`config.mk`:
```
export PLATFORM = sky130hd
export DESIGN_NAME = kmst_mul
export DESIGN_NICKNAME = d
export VERILOG_FILES = /design/src/design/kmst_pkg.sv /design/src/design/kmst_mul.sv
export SDC_FILE = /design/constraint.sdc
export NUM_CORES = 1
export LEC_CHECK = 0
export BUFFER_PORTS_ARGS = -buffer_cell sky130_fd_sc_hd__buf_2
export CORE_MARGIN = 1
export CORE_UTILIZATION = 45
export DETAILED_ROUTE_END_ITERATION = 10
export MAX_ROUTING_LAYER = met4
export PLACE_DENSITY_LB_ADDON = 0.08
export SYNTH_ARGS = -nofsm -noshare
export SYNTH_HDL_FRONTEND = slang
export SYNTH_SLANG_ARGS = --single-unit
```
`constraint.sdc`:
```
create_clock -name clk -period 16 [get_ports clk]
set_clock_uncertainty 0.2 [all_clocks]
set_input_delay 4 -clock clk [delete_from_list [all_inputs] [get_ports clk]]
set_output_delay 4 -clock clk [all_outputs]
set_load 0.02 [all_outputs]
```
`src/design/kmst_pkg.sv`:
```
// ----------------------------------------------------------------------------
// kmst_pkg
// Shared types, sizes and codes for the Kruskal spanning tree core.
// ----------------------------------------------------------------------------
package kmst_pkg;

  localparam int MAX_NODES  = 1024;
  localparam int MAX_EDGES  = 4096;
  localparam int NODE_W     = $clog2(MAX_NODES);        // node index
  localparam int NCNT_W     = NODE_W + 1;               // node count / set size
  localparam int EIDX_W     = $clog2(MAX_EDGES);        // edge store address
  localparam int ECNT_W     = EIDX_W + 1;               // edge count
  localparam int WGT_W      = 32;
  localparam int SUM_W      = 44;
  localparam int MULT_W     = 16;
  localparam int HALF_W     = SUM_W / 2;
  localparam int PROD_W     = SUM_W + MULT_W;
  localparam int COST_W     = 63;
  localparam int CFG_DATA_W = 16;

  typedef enum logic {
    REG_NODE_COUNT      = 1'b0,
    REG_COST_MULTIPLIER = 1'b1
  } cfg_reg_t;

  typedef struct packed {
    logic [NODE_W-1:0] endpoint_a;
    logic [NODE_W-1:0] endpoint_b;
    logic [WGT_W-1:0]  edge_weight;
    logic              edge_present;
    logic              last_edge;
  } in_word_t;

  typedef struct packed {
    logic              spanned;
    logic [COST_W-1:0] scaled_cost;
  } out_word_t;

  typedef struct packed {
    logic [NODE_W-1:0] node_a;
    logic [NODE_W-1:0] node_b;
    logic [WGT_W-1:0]  weight;
  } edge_rec_t;

  typedef struct packed {
    logic start;
  } mul_ctrl_t;

  typedef struct packed {
    logic done;
  } mul_stat_t;

  typedef enum logic [4:0] {
    ST_IDLE,
    ST_CLEAR,
    ST_SORT_RUN,
    ST_SORT_RD,
    ST_SORT_WR,
    ST_EDGE_RD,
    ST_EDGE_CHK,
    ST_FIND_A_RD,
    ST_FIND_A_CMP,
    ST_FIND_B_RD,
    ST_FIND_B_CMP,
    ST_SIZE_RD,
    ST_JOIN,
    ST_STOP,
    ST_SCALE_GO,
    ST_SCALE,
    ST_FINISH
  } state_t;

endpackage

```
`src/design/kmst_mul.sv`:
```
// ----------------------------------------------------------------------------
// kmst_mul
// Two-step 22x16 multiplier: scales the 44-bit tree weight by the multiplier.
// ----------------------------------------------------------------------------
module kmst_mul (
  input  logic                     clk,
  input  logic                     rst,
  input  kmst_pkg::mul_ctrl_t      ctrl,
  input  logic [kmst_pkg::SUM_W-1:0]  sum,
  input  logic [kmst_pkg::MULT_W-1:0] mult,
  output kmst_pkg::mul_stat_t      stat,
  output logic [kmst_pkg::PROD_W-1:0] product
);
  import kmst_pkg::*;

  logic                     phase;
  logic                     done;
  logic [HALF_W+MULT_W-1:0] part;
  logic [HALF_W-1:0]        operand;
  logic [HALF_W+MULT_W-1:0] mul_out;

  // one shared multiplier: low half first, high half second
  assign operand = phase ? sum[SUM_W-1:HALF_W] : sum[HALF_W-1:0];
  assign mul_out = operand * mult;

  always_ff @(posedge clk) begin
    if (rst) begin
      phase <= 1'b0;
      done  <= 1'b0;
    end else begin
      done <= 1'b0;
      if (ctrl.start) begin
        phase <= 1'b1;
      end else if (phase) begin
        phase <= 1'b0;
        done  <= 1'b1;
      end
    end
  end

  always_ff @(posedge clk) begin
    if (ctrl.start) begin
      part <= mul_out;
    end
    if (phase) begin
      product <= {mul_out, {HALF_W{1'b0}}} + PROD_W'(part);
    end
  end

  assign stat.done = done;

endmodule

```
==> results.ini <==
[run_status]
status=finished, final reports clean

[clocking]
postCtsResizedCells=0
h-tree-depth=3
root_buffer=clkbuf_16
clock-sinks=100
worstSkewPairLatency_ns=0.35
hold_buffers=0
post_cts_buffers=0
clk_pin_slew_ns=0.07
cts_tree=built
cts_max_path_buffers=2
cts_inserted_buffers=9

[hold_path]
hp-class=reg -> reg
hp-start=part[18]$_DFFE_PP_
whs_endpoint=product[18]$_DFFE_PP_
worstHoldPathCells=0

[timing]
worst_pin_slew_ns=0.952
relSlewSlack_pct=36.5
setup_viol=0
fin_setup_tns_ns=0
finalCritPeriodShare_pct=71.8
hold_viol=0
period_needed_ns=11.50
fmax_ghz=0.0870
rsz0062_at_grt=false
drv_slew=0

[yosys]
synth_top_cell_by_area=fa_1
netlist_area_sq_um=16100
synthCells=1656
synth_top_cell_area_share_pct=34.8
ys_ff_latch=100
synth_edf_count=98
synth_most_common_cell=inv_1
yosysUniqueCellTypes=64
synth_warnings=0
synth.avg_cell_area_sq_um=9.70
synthTopCellsByCount=334 x inv_1, 279 x fa_1, 238 x nand2_1
synthArstFlopShare_pct=0
synthTopCellsByArea=fa_1 35%, edfxtp_1 18%, ha_1 9.8%, inv_1 7.8%, and2_1 5.9%
synthesis.nets=2124
ys.flop_type=edfxtp_1
synth-seq-area-share_pct=18.6

[global_routing]
grt_pass1_vias=12272
overflow=0
grt_pass1_wl_um=64900
grt_usage_pct=23.9
grt_antenna_before_repair=0
grt_max_degree=55

[worst_setup_path]
reg2reg_from=phase$_SDFF_PP0_
slowest_stage=fa_1
critPathKind=in -> reg
ff2ff_setup_slack_ns=7.14
r2r-end=product[50]$_DFFE_PP_
crit_path_start_kind=input port
arrival_ns=11.39
critPathMaxFanout=16
end_kind=flop
worstPathRequired_ns=15.89
reg2reg_depth=28
slowest_delay_ns=0.53

[job]
maxCapViolCount=0

[route]
via_per_inst=5.27
drt-pass1-iter-count=6
drt_wl_total_um=40400
drcViolationCount=0
ant_nets=0
route.detailed.wl_per_inst_um=18.6
drt_iter0_markers=549
via_count=11482

[cells_and_area]
drive_gt1_share_pct=10.3
layout.nets=2185
area_growth_pct=7.38
insertedDiodeCount=0
fillers=3294

[die]
die_w_um=191
die_area_sq_um=36500
die_h_um=191
core_area_sq_um=34800
row_count=68
start_util_pct=46.2
ios=124

[place]
port-buffer-count=123
place.gp.congestion=0.869
hpwl_um=31900

critical path: cells and delay by family:
family                   cells  cell delay, ns
AND/OR/NAND/NOR              8            1.33
multiplexers                 1            0.42
adder cells (fa/ha/maj)      8            3.48
XOR/XNOR                     1            0.16
AO/OA/AOI/OAI                5            1.59
buffers and inverters        6            0.39
cell usage in the layout, fill, tap and decap left out, types with 3 or more instances in the layout:
cell / instances
nand3_1: 8
o211a_1: 3
nor2_1: 27
nor4_1: 4
nand2b_1: 6
clkbuf_16: 9
mux2_2: 22
nor3b_1: 5
nor2b_1: 9
clkinv_4: 3
nand3b_1: 3
nand2_1: 238
and3_1: 6
nand4_1: 14
a211oi_1: 7
o21a_1: 9
ha_1: 126
o21ai_0: 26
fa_1: 279
nor4_2: 3
edfxtp_1: 98
a21o_1: 19
xnor2_1: 38
inv_1: 334
o211ai_1: 4
o21bai_1: 8
xor2_1: 28
and2_1: 151
nor3_1: 14
o31ai_1: 3
a21oi_1: 49
a31o_2: 4
buf_2: 123
worst max path at each step:
stage	startpoint	endpoint	slack, ns	cells past startpoint
after floorplan	sum[41]	product[55]$_DFFE_PP_	5.04	28
after global placement	sum[34]	product[50]$_DFFE_PP_	4.28	26
after detailed placement	sum[28]	product[50]$_DFFE_PP_	4.19	29
after CTS	sum[28]	product[50]$_DFFE_PP_	4.55	29
after global routing	sum[28]	product[50]$_DFFE_PP_	4.03	29
final	sum[28]	product[50]$_DFFE_PP_	4.50	29
stage by stage:
step | util, % | cells | setup WS (ns) | area [sq um] | hold slack (ns)
after global placement | 48.8 | 2161 | 4.28 | 17000 | 0.202
final | 49.6 | 2177 | 4.50 | 17300 | 0.219
after detailed placement | 48.8 | 2161 | 4.19 | 17000 | 0.205
after floorplan | - | 1656 | 5.04 | 16100 | 0.200
after CTS | 49.6 | 2177 | 4.55 | 17300 | 0.221
after global routing | 49.6 | 2177 | 4.03 | 17300 | 0.227
layout make-up:
type	count	area [sq um]	share of cell area [%]
clock buffer	9	225	1.31
clock inverter	7	58.8	0.341
inverter	334	1250	7.27
multi-input combinational	1148	11500	66.9
sequential	100	2990	17.3
tap	455	569	3.30
timing repair buffer	124	623	3.61
layer usage:
layer,track usage (%),vias up,wire length [um]
li1,-,5270,-
met1,31.1,5877,17500
met2,40.5,289,20600
met3,2.74,46,1770
met4,4.40,0,597
met5,-,-,0
logic make-up (layout without fill, tap and decap cells):
group / count (synthesis) / in the layout / share of synthesized area (%)
muxes: 22 / 22 / 1.54
buffers and inverters: 408 / 474 / 9.63
and+or+nand+nor: 496 / 496 / 15.3
DFF: 100 / 100 / 18.6
adders and majority gates: 405 / 405 / 44.6
xor gates and xnor gates: 68 / 68 / 3.80
AOI/OAI and AO/OA: 157 / 157 / 6.60
registers in the layout, summed over array words and instances, names as in the netlist:
signal and flops:
part 38, phase 1, product 60, stat 1
Power is not shown: default switching activity piles up to over one toggle a cycle in this logic, so the estimate is an artifact.
